<file path="src/csvf_pkg.sv">
// Shared constants, types and helper functions of the CRT scanline and vignette filter.
`default_nettype none

package csvf_pkg;

    localparam int SCREEN_WIDTH  = 320;
    localparam int SCREEN_HEIGHT = 240;

    localparam int COL_W = 9;
    localparam int ROW_W = 8;
    localparam int PIX_W = 16;

    localparam int CFG_IDX_W  = 2;
    localparam int CFG_DATA_W = 8;

    typedef enum logic [CFG_IDX_W-1:0] {
        CFG_ENABLE   = 2'd0,
        CFG_SCANLINE = 2'd1,
        CFG_VIGNETTE = 2'd2
    } t_cfg_reg;

    localparam int COL_MAX = 2 ** COL_W - 1;
    localparam int ROW_MAX = 2 ** ROW_W - 1;
    localparam int CX = SCREEN_WIDTH / 2;
    localparam int CY = SCREEN_HEIGHT / 2;

    localparam int DX_MAX = (CX > COL_MAX - CX) ? CX : COL_MAX - CX;
    localparam int DY_MAX = (CY > ROW_MAX - CY) ? CY : ROW_MAX - CY;

    localparam int XT_W = $clog2(((CX > COL_MAX) ? CX : COL_MAX) + 1);
    localparam int YT_W = $clog2(((CY > ROW_MAX) ? CY : ROW_MAX) + 1);
    localparam int AX_W = $clog2(DX_MAX + 1);
    localparam int AY_W = $clog2(DY_MAX + 1);
    localparam int DXS_W = $clog2(DX_MAX * DX_MAX + 1);
    localparam int DYS_W = $clog2(DY_MAX * DY_MAX + 1);

    localparam int SQ_MAX = DX_MAX * DX_MAX + DY_MAX * DY_MAX;
    localparam int SQ_W   = $clog2(SQ_MAX + 1);
    localparam int DIST_W = (SQ_W + 1) / 2;
    localparam int SQE    = 2 * DIST_W;
    localparam int SQ_STG = (DIST_W + 1) / 2;

    function automatic int cisqrt(input int n);
        int r;
        r = 0;
        for (int k = 0; k < 2048; k++) begin
            if (k * k <= n) begin
                r = k;
            end
        end
        return r;
    endfunction

    localparam int MAXD_RAW = cisqrt(CX * CX + CY * CY);
    localparam int MAXD     = (MAXD_RAW == 0) ? 1 : MAXD_RAW;
    localparam int MAXD_W   = $clog2(MAXD + 1);

    localparam int CMP_W = (DIST_W + 8 > 9 + MAXD_W) ? DIST_W + 8 : 9 + MAXD_W;

    localparam int DP_W = DIST_W + 8;
    localparam int RS   = DP_W + $clog2(MAXD);
    localparam int RM   = (2 ** RS + MAXD - 1) / MAXD;
    localparam int RM_W = $clog2(RM + 1);
    localparam int PR_W = DP_W + RM_W;

    localparam int ST_SQ0 = 3;
    localparam int ST_MUL = ST_SQ0 + SQ_STG;
    localparam int ST_CMP = ST_MUL + 1;
    localparam int ST_SCL = ST_CMP + 1;
    localparam int ST_OUT = ST_SCL + 1;
    localparam int NST    = ST_OUT + 1;

    typedef struct packed {
        logic [SQE-1:0] rem;
        logic [SQE:0]   root;
    } t_sqrt;

    typedef struct packed {
        logic [PIX_W-1:0]  orig;
        logic [PIX_W-1:0]  px;
        logic [12:0]       pr;
        logic [13:0]       pg;
        logic [12:0]       pb;
        logic [AX_W-1:0]   ax;
        logic [AY_W-1:0]   ay;
        logic [DXS_W-1:0]  dxs;
        logic [DYS_W-1:0]  dys;
        t_sqrt             sq;
        logic [CMP_W-1:0]  m255;
        logic [CMP_W-1:0]  thr;
        logic [DP_W-1:0]   dp;
        logic              cond;
        logic [PR_W-1:0]   dq;
    } t_stage;

    function automatic logic [7:0] div255(input logic [15:0] x);
        logic [16:0] t;
        t = 17'(x) + 17'(x >> 8) + 17'd1;
        return t[15:8];
    endfunction

endpackage

`default_nettype wire

</file>
<file path="src/csvf_ifs.sv">
// Handshake interfaces for the pixel request, pixel result and configuration channels.
`default_nettype none

interface csvf_pix_in_if;
    logic                        valid;
    logic                        ready;
    logic [csvf_pkg::COL_W-1:0]  col;
    logic [csvf_pkg::ROW_W-1:0]  row;
    logic [csvf_pkg::PIX_W-1:0]  pixel_in;

    modport source (output valid, output col, output row, output pixel_in, input ready);
    modport sink   (input valid, input col, input row, input pixel_in, output ready);
endinterface

interface csvf_pix_out_if;
    logic                        valid;
    logic                        ready;
    logic [csvf_pkg::PIX_W-1:0]  pixel_out;

    modport source (output valid, output pixel_out, input ready);
    modport sink   (input valid, input pixel_out, output ready);
endinterface

interface csvf_cfg_if;
    logic                             valid;
    logic                             ready;
    logic [csvf_pkg::CFG_IDX_W-1:0]   index;
    logic [csvf_pkg::CFG_DATA_W-1:0]  data;

    modport source (output valid, output index, output data, input ready);
    modport sink   (input valid, input index, input data, output ready);
endinterface

`default_nettype wire

</file>
<file path="src/crt_scanline_vignette_filter.sv">
// CRT filter for an RGB565 pixel stream: darkening of even rows followed by a radial vignette.
//
// A pixel request on i_pix carries its column, row and RGB565 value; the processed pixel
// leaves on o_pix in request order. Both channels take an item at a clock edge where valid
// and ready are high. Registers are written over i_cfg (enable, scanline strength, vignette
// strength), which is always ready; write them only while no pixel is in flight.
// The datapath is a pipeline of NST register stages, twelve at the default screen size:
// input and scanline multiply, squares and scanline divide, sum of squares, one stage per
// two root digits of the integer square root, threshold and darken products, reciprocal
// multiply for the divide by the radius, vignette multiply, and the output register.
// One pixel can enter on every clock while o_pix is not stalled.
// Each stage holds its item while the next one is full and stalled, so a stall on o_pix
// fills the bubbles first and then holds i_pix.ready low; nothing is lost or repeated.
// Reset empties the pipeline and loads enable 0, scanline strength 80, vignette strength 60.
`default_nettype none

module crt_scanline_vignette_filter (
    input  wire logic          i_clk,
    input  wire logic          i_rst_n,
    csvf_pix_in_if.sink        i_pix,
    csvf_pix_out_if.source     o_pix,
    csvf_cfg_if.sink           i_cfg
);

    logic       r_enable;
    logic [7:0] r_scan;
    logic [7:0] r_vig;

    logic [csvf_pkg::NST-1:0] r_v;
    logic [csvf_pkg::NST-1:0] ld;
    csvf_pkg::t_stage         r_st [csvf_pkg::NST];
    csvf_pkg::t_stage         n_st [csvf_pkg::NST];

    function automatic csvf_pkg::t_sqrt sq_step(input csvf_pkg::t_sqrt s, input int i);
        csvf_pkg::t_sqrt      r;
        logic [csvf_pkg::SQE:0] bitv;
        logic [csvf_pkg::SQE:0] trial;
        bitv  = (csvf_pkg::SQE + 1)'(1) << (csvf_pkg::SQE - 2 - 2 * i);
        trial = s.root + bitv;
        if ({1'b0, s.rem} >= trial) begin
            r.rem  = s.rem - trial[csvf_pkg::SQE-1:0];
            r.root = (s.root >> 1) + bitv;
        end else begin
            r.rem  = s.rem;
            r.root = s.root >> 1;
        end
        return r;
    endfunction

    assign i_cfg.ready = 1'b1;

    always_ff @(posedge i_clk) begin
        if (!i_rst_n) begin
            r_enable <= 1'b0;
            r_scan   <= 8'd80;
            r_vig    <= 8'd60;
        end else if (i_cfg.valid) begin
            case (i_cfg.index)
                csvf_pkg::CFG_ENABLE:   r_enable <= i_cfg.data[0];
                csvf_pkg::CFG_SCANLINE: r_scan   <= i_cfg.data[7:0];
                csvf_pkg::CFG_VIGNETTE: r_vig    <= i_cfg.data[7:0];
                default: ;
            endcase
        end
    end

    always_comb begin
        ld[csvf_pkg::NST-1] = !r_v[csvf_pkg::NST-1] || o_pix.ready;
        for (int k = csvf_pkg::NST - 2; k >= 0; k--) begin
            ld[k] = !r_v[k] || ld[k+1];
        end
    end

    assign i_pix.ready     = ld[0];
    assign o_pix.valid     = r_v[csvf_pkg::NST-1];
    assign o_pix.pixel_out = r_st[csvf_pkg::NST-1].px;

    always_comb begin
        logic [csvf_pkg::XT_W-1:0]   cw;
        logic [csvf_pkg::XT_W-1:0]   cv;
        logic [csvf_pkg::XT_W-1:0]   ax;
        logic [csvf_pkg::YT_W-1:0]   rw;
        logic [csvf_pkg::YT_W-1:0]   rv;
        logic [csvf_pkg::YT_W-1:0]   ay;
        logic [7:0]                  keep;
        logic [7:0]                  cr;
        logic [7:0]                  cg;
        logic [7:0]                  cb;
        logic [2*csvf_pkg::AX_W-1:0] sqx;
        logic [2*csvf_pkg::AY_W-1:0] sqy;
        logic [csvf_pkg::PR_W-csvf_pkg::RS-1:0] q;
        logic [7:0]                  darken;
        csvf_pkg::t_sqrt             s;

        n_st[0]      = '0;
        n_st[0].orig = i_pix.pixel_in;
        cw = csvf_pkg::XT_W'(i_pix.col);
        cv = csvf_pkg::XT_W'(csvf_pkg::CX);
        ax = (cw >= cv) ? cw - cv : cv - cw;
        rw = csvf_pkg::YT_W'(i_pix.row);
        rv = csvf_pkg::YT_W'(csvf_pkg::CY);
        ay = (rw >= rv) ? rw - rv : rv - rw;
        n_st[0].ax = ax[csvf_pkg::AX_W-1:0];
        n_st[0].ay = ay[csvf_pkg::AY_W-1:0];
        keep = i_pix.row[0] ? 8'hFF : 8'hFF - r_scan;
        n_st[0].pr = {8'b0, i_pix.pixel_in[15:11]} * {5'b0, keep};
        n_st[0].pg = {8'b0, i_pix.pixel_in[10:5]} * {6'b0, keep};
        n_st[0].pb = {8'b0, i_pix.pixel_in[4:0]} * {5'b0, keep};

        n_st[1] = r_st[0];
        cr = csvf_pkg::div255(16'(r_st[0].pr));
        cg = csvf_pkg::div255(16'(r_st[0].pg));
        cb = csvf_pkg::div255(16'(r_st[0].pb));
        n_st[1].px = {cr[4:0], cg[5:0], cb[4:0]};
        sqx = (2 * csvf_pkg::AX_W)'(r_st[0].ax) * (2 * csvf_pkg::AX_W)'(r_st[0].ax);
        sqy = (2 * csvf_pkg::AY_W)'(r_st[0].ay) * (2 * csvf_pkg::AY_W)'(r_st[0].ay);
        n_st[1].dxs = sqx[csvf_pkg::DXS_W-1:0];
        n_st[1].dys = sqy[csvf_pkg::DYS_W-1:0];

        n_st[2]         = r_st[1];
        n_st[2].sq.rem  = csvf_pkg::SQE'(r_st[1].dxs) + csvf_pkg::SQE'(r_st[1].dys);
        n_st[2].sq.root = '0;

        for (int j = 0; j < csvf_pkg::SQ_STG; j++) begin
            n_st[csvf_pkg::ST_SQ0+j] = r_st[csvf_pkg::ST_SQ0+j-1];
            s = r_st[csvf_pkg::ST_SQ0+j-1].sq;
            for (int t = 0; t < 2; t++) begin
                if (2 * j + t < csvf_pkg::DIST_W) begin
                    s = sq_step(s, 2 * j + t);
                end
            end
            n_st[csvf_pkg::ST_SQ0+j].sq = s;
        end

        n_st[csvf_pkg::ST_MUL] = r_st[csvf_pkg::ST_MUL-1];
        n_st[csvf_pkg::ST_MUL].m255 =
            csvf_pkg::CMP_W'(r_st[csvf_pkg::ST_MUL-1].sq.root[csvf_pkg::DIST_W-1:0])
            * csvf_pkg::CMP_W'(8'hFF);
        n_st[csvf_pkg::ST_MUL].thr =
            csvf_pkg::CMP_W'({1'b0, r_vig} + 9'd1) * csvf_pkg::CMP_W'(csvf_pkg::MAXD);
        n_st[csvf_pkg::ST_MUL].dp =
            csvf_pkg::DP_W'(r_st[csvf_pkg::ST_MUL-1].sq.root[csvf_pkg::DIST_W-1:0])
            * csvf_pkg::DP_W'(r_vig);

        n_st[csvf_pkg::ST_CMP]      = r_st[csvf_pkg::ST_MUL];
        n_st[csvf_pkg::ST_CMP].cond = (r_vig != 8'hFF)
            && (r_st[csvf_pkg::ST_MUL].m255 >= r_st[csvf_pkg::ST_MUL].thr);
        n_st[csvf_pkg::ST_CMP].dq   = csvf_pkg::PR_W'(r_st[csvf_pkg::ST_MUL].dp)
            * csvf_pkg::PR_W'(csvf_pkg::RM);

        n_st[csvf_pkg::ST_SCL] = r_st[csvf_pkg::ST_CMP];
        q = r_st[csvf_pkg::ST_CMP].dq[csvf_pkg::PR_W-1:csvf_pkg::RS];
        darken = (q > (csvf_pkg::PR_W - csvf_pkg::RS)'(8'hFF)) ? 8'hFF : q[7:0];
        keep   = r_st[csvf_pkg::ST_CMP].cond ? 8'hFF - darken : 8'hFF;
        n_st[csvf_pkg::ST_SCL].pr = {8'b0, r_st[csvf_pkg::ST_CMP].px[15:11]} * {5'b0, keep};
        n_st[csvf_pkg::ST_SCL].pg = {8'b0, r_st[csvf_pkg::ST_CMP].px[10:5]} * {6'b0, keep};
        n_st[csvf_pkg::ST_SCL].pb = {8'b0, r_st[csvf_pkg::ST_CMP].px[4:0]} * {5'b0, keep};

        n_st[csvf_pkg::ST_OUT] = r_st[csvf_pkg::ST_SCL];
        cr = csvf_pkg::div255(16'(r_st[csvf_pkg::ST_SCL].pr));
        cg = csvf_pkg::div255(16'(r_st[csvf_pkg::ST_SCL].pg));
        cb = csvf_pkg::div255(16'(r_st[csvf_pkg::ST_SCL].pb));
        n_st[csvf_pkg::ST_OUT].px = r_enable ? {cr[4:0], cg[5:0], cb[4:0]}
                                             : r_st[csvf_pkg::ST_SCL].orig;
    end

    always_ff @(posedge i_clk) begin
        if (!i_rst_n) begin
            r_v <= '0;
        end else begin
            for (int k = 0; k < csvf_pkg::NST; k++) begin
                if (ld[k]) begin
                    r_v[k] <= (k == 0) ? i_pix.valid : r_v[(k == 0) ? 0 : k - 1];
                end
            end
        end
    end

    always_ff @(posedge i_clk) begin
        for (int k = 0; k < csvf_pkg::NST; k++) begin
            if (ld[k]) begin
                r_st[k] <= n_st[k];
            end
        end
    end

endmodule

`default_nettype wire
</file>
<file path="src/flat_wrapper.sv">
// flat-port wrapper written by rule: the top's interface ports become plain ports
module crt_scanline_vignette_filter_flat 
  (i_clk, i_rst_n, i_pix_valid, i_pix_col, i_pix_row, i_pix_pixel_in, i_pix_ready, o_pix_valid, o_pix_pixel_out, o_pix_ready, i_cfg_valid, i_cfg_index, i_cfg_data, i_cfg_ready);
  csvf_pix_in_if i_pix_i ();
  csvf_pix_out_if o_pix_i ();
  csvf_cfg_if i_cfg_i ();
  input  wire logic i_clk;
  input  wire logic i_rst_n;
  input wire logic [$bits(i_pix_i.valid)-1:0] i_pix_valid;
  input wire logic [$bits(i_pix_i.col)-1:0] i_pix_col;
  input wire logic [$bits(i_pix_i.row)-1:0] i_pix_row;
  input wire logic [$bits(i_pix_i.pixel_in)-1:0] i_pix_pixel_in;
  output wire logic [$bits(i_pix_i.ready)-1:0] i_pix_ready;
  output wire logic [$bits(o_pix_i.valid)-1:0] o_pix_valid;
  output wire logic [$bits(o_pix_i.pixel_out)-1:0] o_pix_pixel_out;
  input wire logic [$bits(o_pix_i.ready)-1:0] o_pix_ready;
  input wire logic [$bits(i_cfg_i.valid)-1:0] i_cfg_valid;
  input wire logic [$bits(i_cfg_i.index)-1:0] i_cfg_index;
  input wire logic [$bits(i_cfg_i.data)-1:0] i_cfg_data;
  output wire logic [$bits(i_cfg_i.ready)-1:0] i_cfg_ready;
  assign i_pix_i.valid = i_pix_valid;
  assign i_pix_i.col = i_pix_col;
  assign i_pix_i.row = i_pix_row;
  assign i_pix_i.pixel_in = i_pix_pixel_in;
  assign i_pix_ready = i_pix_i.ready;
  assign o_pix_valid = o_pix_i.valid;
  assign o_pix_pixel_out = o_pix_i.pixel_out;
  assign o_pix_i.ready = o_pix_ready;
  assign i_cfg_i.valid = i_cfg_valid;
  assign i_cfg_i.index = i_cfg_index;
  assign i_cfg_i.data = i_cfg_data;
  assign i_cfg_ready = i_cfg_i.ready;
  crt_scanline_vignette_filter u_core (.i_clk(i_clk), .i_rst_n(i_rst_n), .i_pix(i_pix_i), .o_pix(o_pix_i), .i_cfg(i_cfg_i));
endmodule
</file>
<file path="config.mk">
export PLATFORM = sky130hd
export DESIGN_NAME = crt_scanline_vignette_filter_flat
export DESIGN_NICKNAME = d
export VERILOG_FILES = /design/src/csvf_pkg.sv /design/src/csvf_ifs.sv /design/src/crt_scanline_vignette_filter.sv /design/src/flat_wrapper.sv
export SDC_FILE = /design/constraint.sdc
export NUM_CORES = 2
export LEC_CHECK = 0
export BUFFER_PORTS_ARGS = -buffer_cell sky130_fd_sc_hd__buf_4
export CORE_MARGIN = 8
export CORE_UTILIZATION = 65
export CTS_BUF_LIST = sky130_fd_sc_hd__clkbuf_8
export CTS_CLUSTER_DIAMETER = 120
export DETAILED_ROUTE_END_ITERATION = 8
export GPL_ROUTABILITY_DRIVEN = 1
export GPL_TIMING_DRIVEN = 0
export HOLD_SLACK_MARGIN = 0.08
export PLACE_DENSITY_LB_ADDON = 0.05
export SLEW_MARGIN = 20
export SYNTH_ARGS = -nofsm -noshare
export SYNTH_HDL_FRONTEND = slang
export SYNTH_SLANG_ARGS = --single-unit
</file>
<file path="constraint.sdc">
create_clock -name i_clk -period 17.9 [get_ports i_clk]
set_input_delay 0.895 -clock i_clk [delete_from_list [all_inputs] [get_ports i_clk]]
set_output_delay 0.895 -clock i_clk [all_outputs]
set_load 0.05 [all_outputs]
</file>
Word level (Yosys, flattened, before mapping)
Memories as Yosys holds them, arrays and structs flattened.
Cells that the tools add are included.

storage, ports and cells
  bits in latches = 0
  memories = 1
  bits in read-only memories = 0
  memory bits (writable) = 2940
  register bits = 29

memory list
  memory       words  bits a word  rd ports  clocked after Yosys merged registers in  wr ports  RTL line                            text
  u_core.r_st  12     245          12        0                                        12        crt_scanline_vignette_filter.sv:31  csvf_pkg::t_stage r_st [csvf_pkg::NST];

operators by class
  eq/ne operators = 3
  add/subtract/negate cells = 47
  multiplexer cells = 39
  multiply operators = 12
  shifts and indexed selects = 0
  divide/modulo/power cells = 0
  bitwise gates (word level) = 0
  $lt $le $gt $ge = 13
  reductions and logical operators = 29

operators by type and width
  kind                                                                   count
  37-bit two-way mux                                                     9
  18-bit by 19-bit >= comparator with 1-bit output                       9
  18-bit subtractor                                                      9
  13-bit by 1-bit adder with 13-bit output, second input constant        4
  13-bit by 5-bit adder with 13-bit output                               4
  5-bit by 8-bit multiplier with 13-bit output                           4
  17-bit by 18-bit multiplier with 35-bit output, second input constant  1
  8-bit two-way mux                                                      4
  14-bit by 1-bit adder with 14-bit output, second input constant        2
  14-bit by 6-bit adder with 14-bit output                               2
  6-bit by 8-bit multiplier with 14-bit output                           2
  1-bit two-way mux                                                      24
  18-bit by 1-bit adder with 19-bit output, second input constant        1
  18-bit by 11-bit adder with 19-bit output, second input constant       1
  18-bit by 13-bit adder with 19-bit output, second input constant       1
  18-bit by 15-bit adder with 19-bit output, second input constant       1
  18-bit by 17-bit adder with 19-bit output, second input constant       1
  18-bit by 3-bit adder with 19-bit output, second input constant        1
  18-bit by 5-bit adder with 19-bit output, second input constant        1
  18-bit by 7-bit adder with 19-bit output, second input constant        1
  18-bit by 9-bit adder with 19-bit output, second input constant        1
  19-bit by 1-bit adder with 19-bit output, second input constant        1
  19-bit by 11-bit adder with 19-bit output, second input constant       1
  19-bit by 13-bit adder with 19-bit output, second input constant       1
  32 further kinds                                                       57

Depth between registers and ports, before layout
  depth after elaboration = 15
  gate-level depth with buffers = 22

Worst setup path before layout
Ideal clock, no wire load.

  path type = register -> register
  from = mem u_core.r_st[2][51] (netlist bit)
  to = mem u_core.r_st[2][275] (netlist bit) (data pin)
  path buffers = 0
  clock period less this slack = 5755 ps
  data arrival time = 5498 ps
  path slack = 12145 ps
  library setup time = 258 ps
  cell stages (with the launch flop) = 17
  path through = edfxtp_1 -> fa_1 -> fa_1 -> fa_1 -> fa_1 -> fa_1 -> inv_1 -> fa_1 -> inv_1 -> ha_1 -> a21o_1 -> a221o_1 -> a21oi_1 -> a21bo_2 -> a311o_1 -> a21oi_1 -> xnor2_1

RTL lines
  item             RTL line
  start, declared  crt_scanline_vignette_filter.sv:31

==> impl_metrics.toml <==
[layout]
nFillCells = 5141
fin_nets = 5087
drive_gt1_share_pct = 6.78
area_delta_synth_final_pct = 8.82
finalCoreUtilization_pct = 71.4

[cts]
clk_pin_slew_worst_paths_ps = 60
cts_tree = "done"
post_cts_buffers = 0
cts_root_buf = "clkbuf_8"
clockBufferDepth = 3
h-tree-depth = 3
cts_hold_buffers = 0
cts_buffers = 108
insertion_delay_ps = 720
cts.sinks = 670
cts_resized = 0

[setup_path]
crit_buf_inv = 6
r2r_end = "u_core.r_st[2][279]$_DFFE_PP_"
r2r-start = "u_core.r_st[2][39]$_DFFE_PP_"
cp-end-kind = "flip-flop"
r2r_cells = 22
rrSetupSlack_ps = 11490
criticalPathCategory = "flip-flop to flip-flop"
cp_top_family = "adder cells"
cp_slowest_cell = "fa_1"
crit_fanout = 7
path_cells = "fa_1 -> inv_1 -> fa_1 -> inv_1 -> fa_1 -> inv_1 -> fa_1 -> inv_1 -> fa_1 -> inv_1 -> fa_1 -> inv_1 -> ha_1 -> o21ai_0 -> a221oi_1 -> o2111ai_1 -> a21oi_1 -> a21bo_2 -> nand3_1 -> a21boi_0 -> a31oi_1 -> xnor2_1"
worstSetupStartpointType = "flip-flop"
cp_slowest_stage_delay_ps = 620
worstPathRequired_ps = 18330
arrival_ps = 6840

[yosys]
yosysTopAreaCellShare_pct = 41.1
synthFlopType = "edfxtp_1"
avgSynthCellArea_sq_um = 11.9
async_flop_share_pct = 0
synth_cell_types = 93
yosys-top-cells-area = "edfxtp_1, fa_1, ha_1, inv_1, and2_1"
synth_area_sq_mm = 0.0468
yosysWarnings = 0
yosys.area.top_type = "edfxtp_1"
syn_nets = 4904
ys_seq_area_share_pct = 42.3
ys_ff_latch = 670
synth_edf_count = 641
yosys-top-cells-count = "inv_1, edfxtp_1, ha_1, fa_1, nand2_1"
synth_cells = 3939
synth.most_common_cell = "inv_1"

[grt]
grt_pass1_vias = 28400
grt_usage_pct = 20.7
grt_pass1_wl_um = 138000
grt_max_degree = 62
overflow = 0
antenna_found_initial = 2

[worst_hold_path]
hold_depth = 1
min-delay-start = "i_pix_col[0]"
min_path_type = "primary input to flip-flop"
holdPathEnd = "u_core.r_st[0][164]$_DFFE_PP_"

[routing]
vias_per_cell = 5.28
via_count = 27300
drtIter0Drc = 1275
routed_wirelength_um = 81900
ant_nets = 0
drt_pass1_iterations = 5
wl_per_cell_um = 15.8
post-route-drc-count = 0

[floorplan]
start_util_pct = 65.6
io_pins = 67
core_area_sq_mm = 0.0714
row_count = 98
fp.dieH_um = 284
dieArea_sq_mm = 0.0809
die-width_um = 284

[timing]
tightest_slew_ps = 1040
setup_viol_count_final = 0
max_slew_margin_pct = 29.7
hold_viol_final = 0
finalCriticalPeriod_ps = 6410
skew_ps = 57.4
rsz0062_at_grt = "false"
period_share_pct = 35.8
report.final.slew_viol_count = 0
timing.fmax_ghz = 0.156
final.setup.tns_ps = 0

[place]
gp_congestion = 0.865
dp_hpwl_um = 64300
port_buffers = 64

[status]
status = "completed"

[job]
drv_cap = 0
## placed cells by master, fill, tap and decap left out, drive strengths merged, types with 34 or more instances in the layout
cell type,instances
fa,369
edfxtp,641
xnor2,166
nor2,131
o21ai,82
ha,548
buf,81
and2,251
o21bai,39
nand3,53
nor2b,50
xor2,66
a21o,36
clkinv,46
nor3,34
nand2,261
a21oi,161
o21a,46
inv,724
clkbuf,150
## routing by layer
metal  GRT usage, %  routed length [um]
met2           34.3               38500
met1           28.3               38300
met3           3.57                3450
met5              0                   5
met4           5.78                1650
## cells by family (layout without fill, tap and decap cells)
logic type / after synthesis / in the layout / synth area share (%)
AO/OA/AOI/OAI: 462 / 462 / 6.36
XOR/XNOR: 232 / 232 / 4.34
adder cells (fa/ha/maj): 917 / 917 / 30.4
buffers and inverters: 735 / 1013 / 5.93
flip-flops: 670 / 670 / 42.3
multiplexers: 36 / 36 / 0.810
other: 1 / 2 / 0.00801
AND/OR/NAND/NOR: 886 / 886 / 9.80
## worst reg2reg max path, delay by kind of cell (launching register included)
family	cells	cell delay, ps
adder cells (fa/ha/maj)	7	3470
AO/OA/AOI/OAI	7	1570
flip-flops	1	560
buffers and inverters	6	340
XOR/XNOR	1	150
AND/OR/NAND/NOR	1	110
## flip-flops by register name (all words and copies together), names as in the netlist
| register | flops |
|---|---|
| u_core.r_st | 641 |
| u_core.r_scan | 8 |
| u_core.r_v | 12 |
| u_core.r_enable | 1 |
| u_core.r_vig | 8 |
## metrics by stage
stage               hold WS [ps]  cells  setup WS (ps)  area, sq um
floorplan                    400   3939          12140        46800
global placement             401   4953          11220        48500
detailed placement           405   4962          11430        48800
CTS                          302   5167          11460        51000
global route                 328   5168          11130        51000
finish                       383   5168          11490        51000
## how the worst max path moves through the flow
stage | start | endpoint | slack, ps | depth (start not counted)
final | u_core.r_st[2][39]$_DFFE_PP_ | u_core.r_st[2][279]$_DFFE_PP_ | 11490 | 22
after global routing | u_core.r_st[2][39]$_DFFE_PP_ | u_core.r_st[2][279]$_DFFE_PP_ | 11130 | 22
after CTS | u_core.r_st[2][39]$_DFFE_PP_ | u_core.r_st[2][279]$_DFFE_PP_ | 11460 | 22
after detailed placement | u_core.r_st[2][39]$_DFFE_PP_ | u_core.r_st[2][279]$_DFFE_PP_ | 11430 | 22
after global placement | o_pix_ready | i_pix_ready | 11220 | 10
after floorplan | u_core.r_st[2][51]$_DFFE_PP_ | u_core.r_st[2][275]$_DFFE_PP_ | 12140 | 16
## final cells by class
| class | count | area, sq um | area share, % |
|---|---|---|---|
| diodes | 1 | 2.50 | 0.00491 |
| plain buffers | 50 | 204 | 0.400 |
| clock buffers | 108 | 1490 | 2.92 |
| clock inverters | 97 | 724 | 1.42 |
| inverters | 685 | 2580 | 5.06 |
| multi-input cells | 2534 | 24300 | 47.6 |
| flip-flops and latches | 670 | 19800 | 38.9 |
| well taps | 950 | 1190 | 2.33 |
| repair buffers | 73 | 691 | 1.36 |
Power is left out: the tool's default activity adds up to more than one toggle a clock period on the data nets, which glitch-free logic cannot reach.
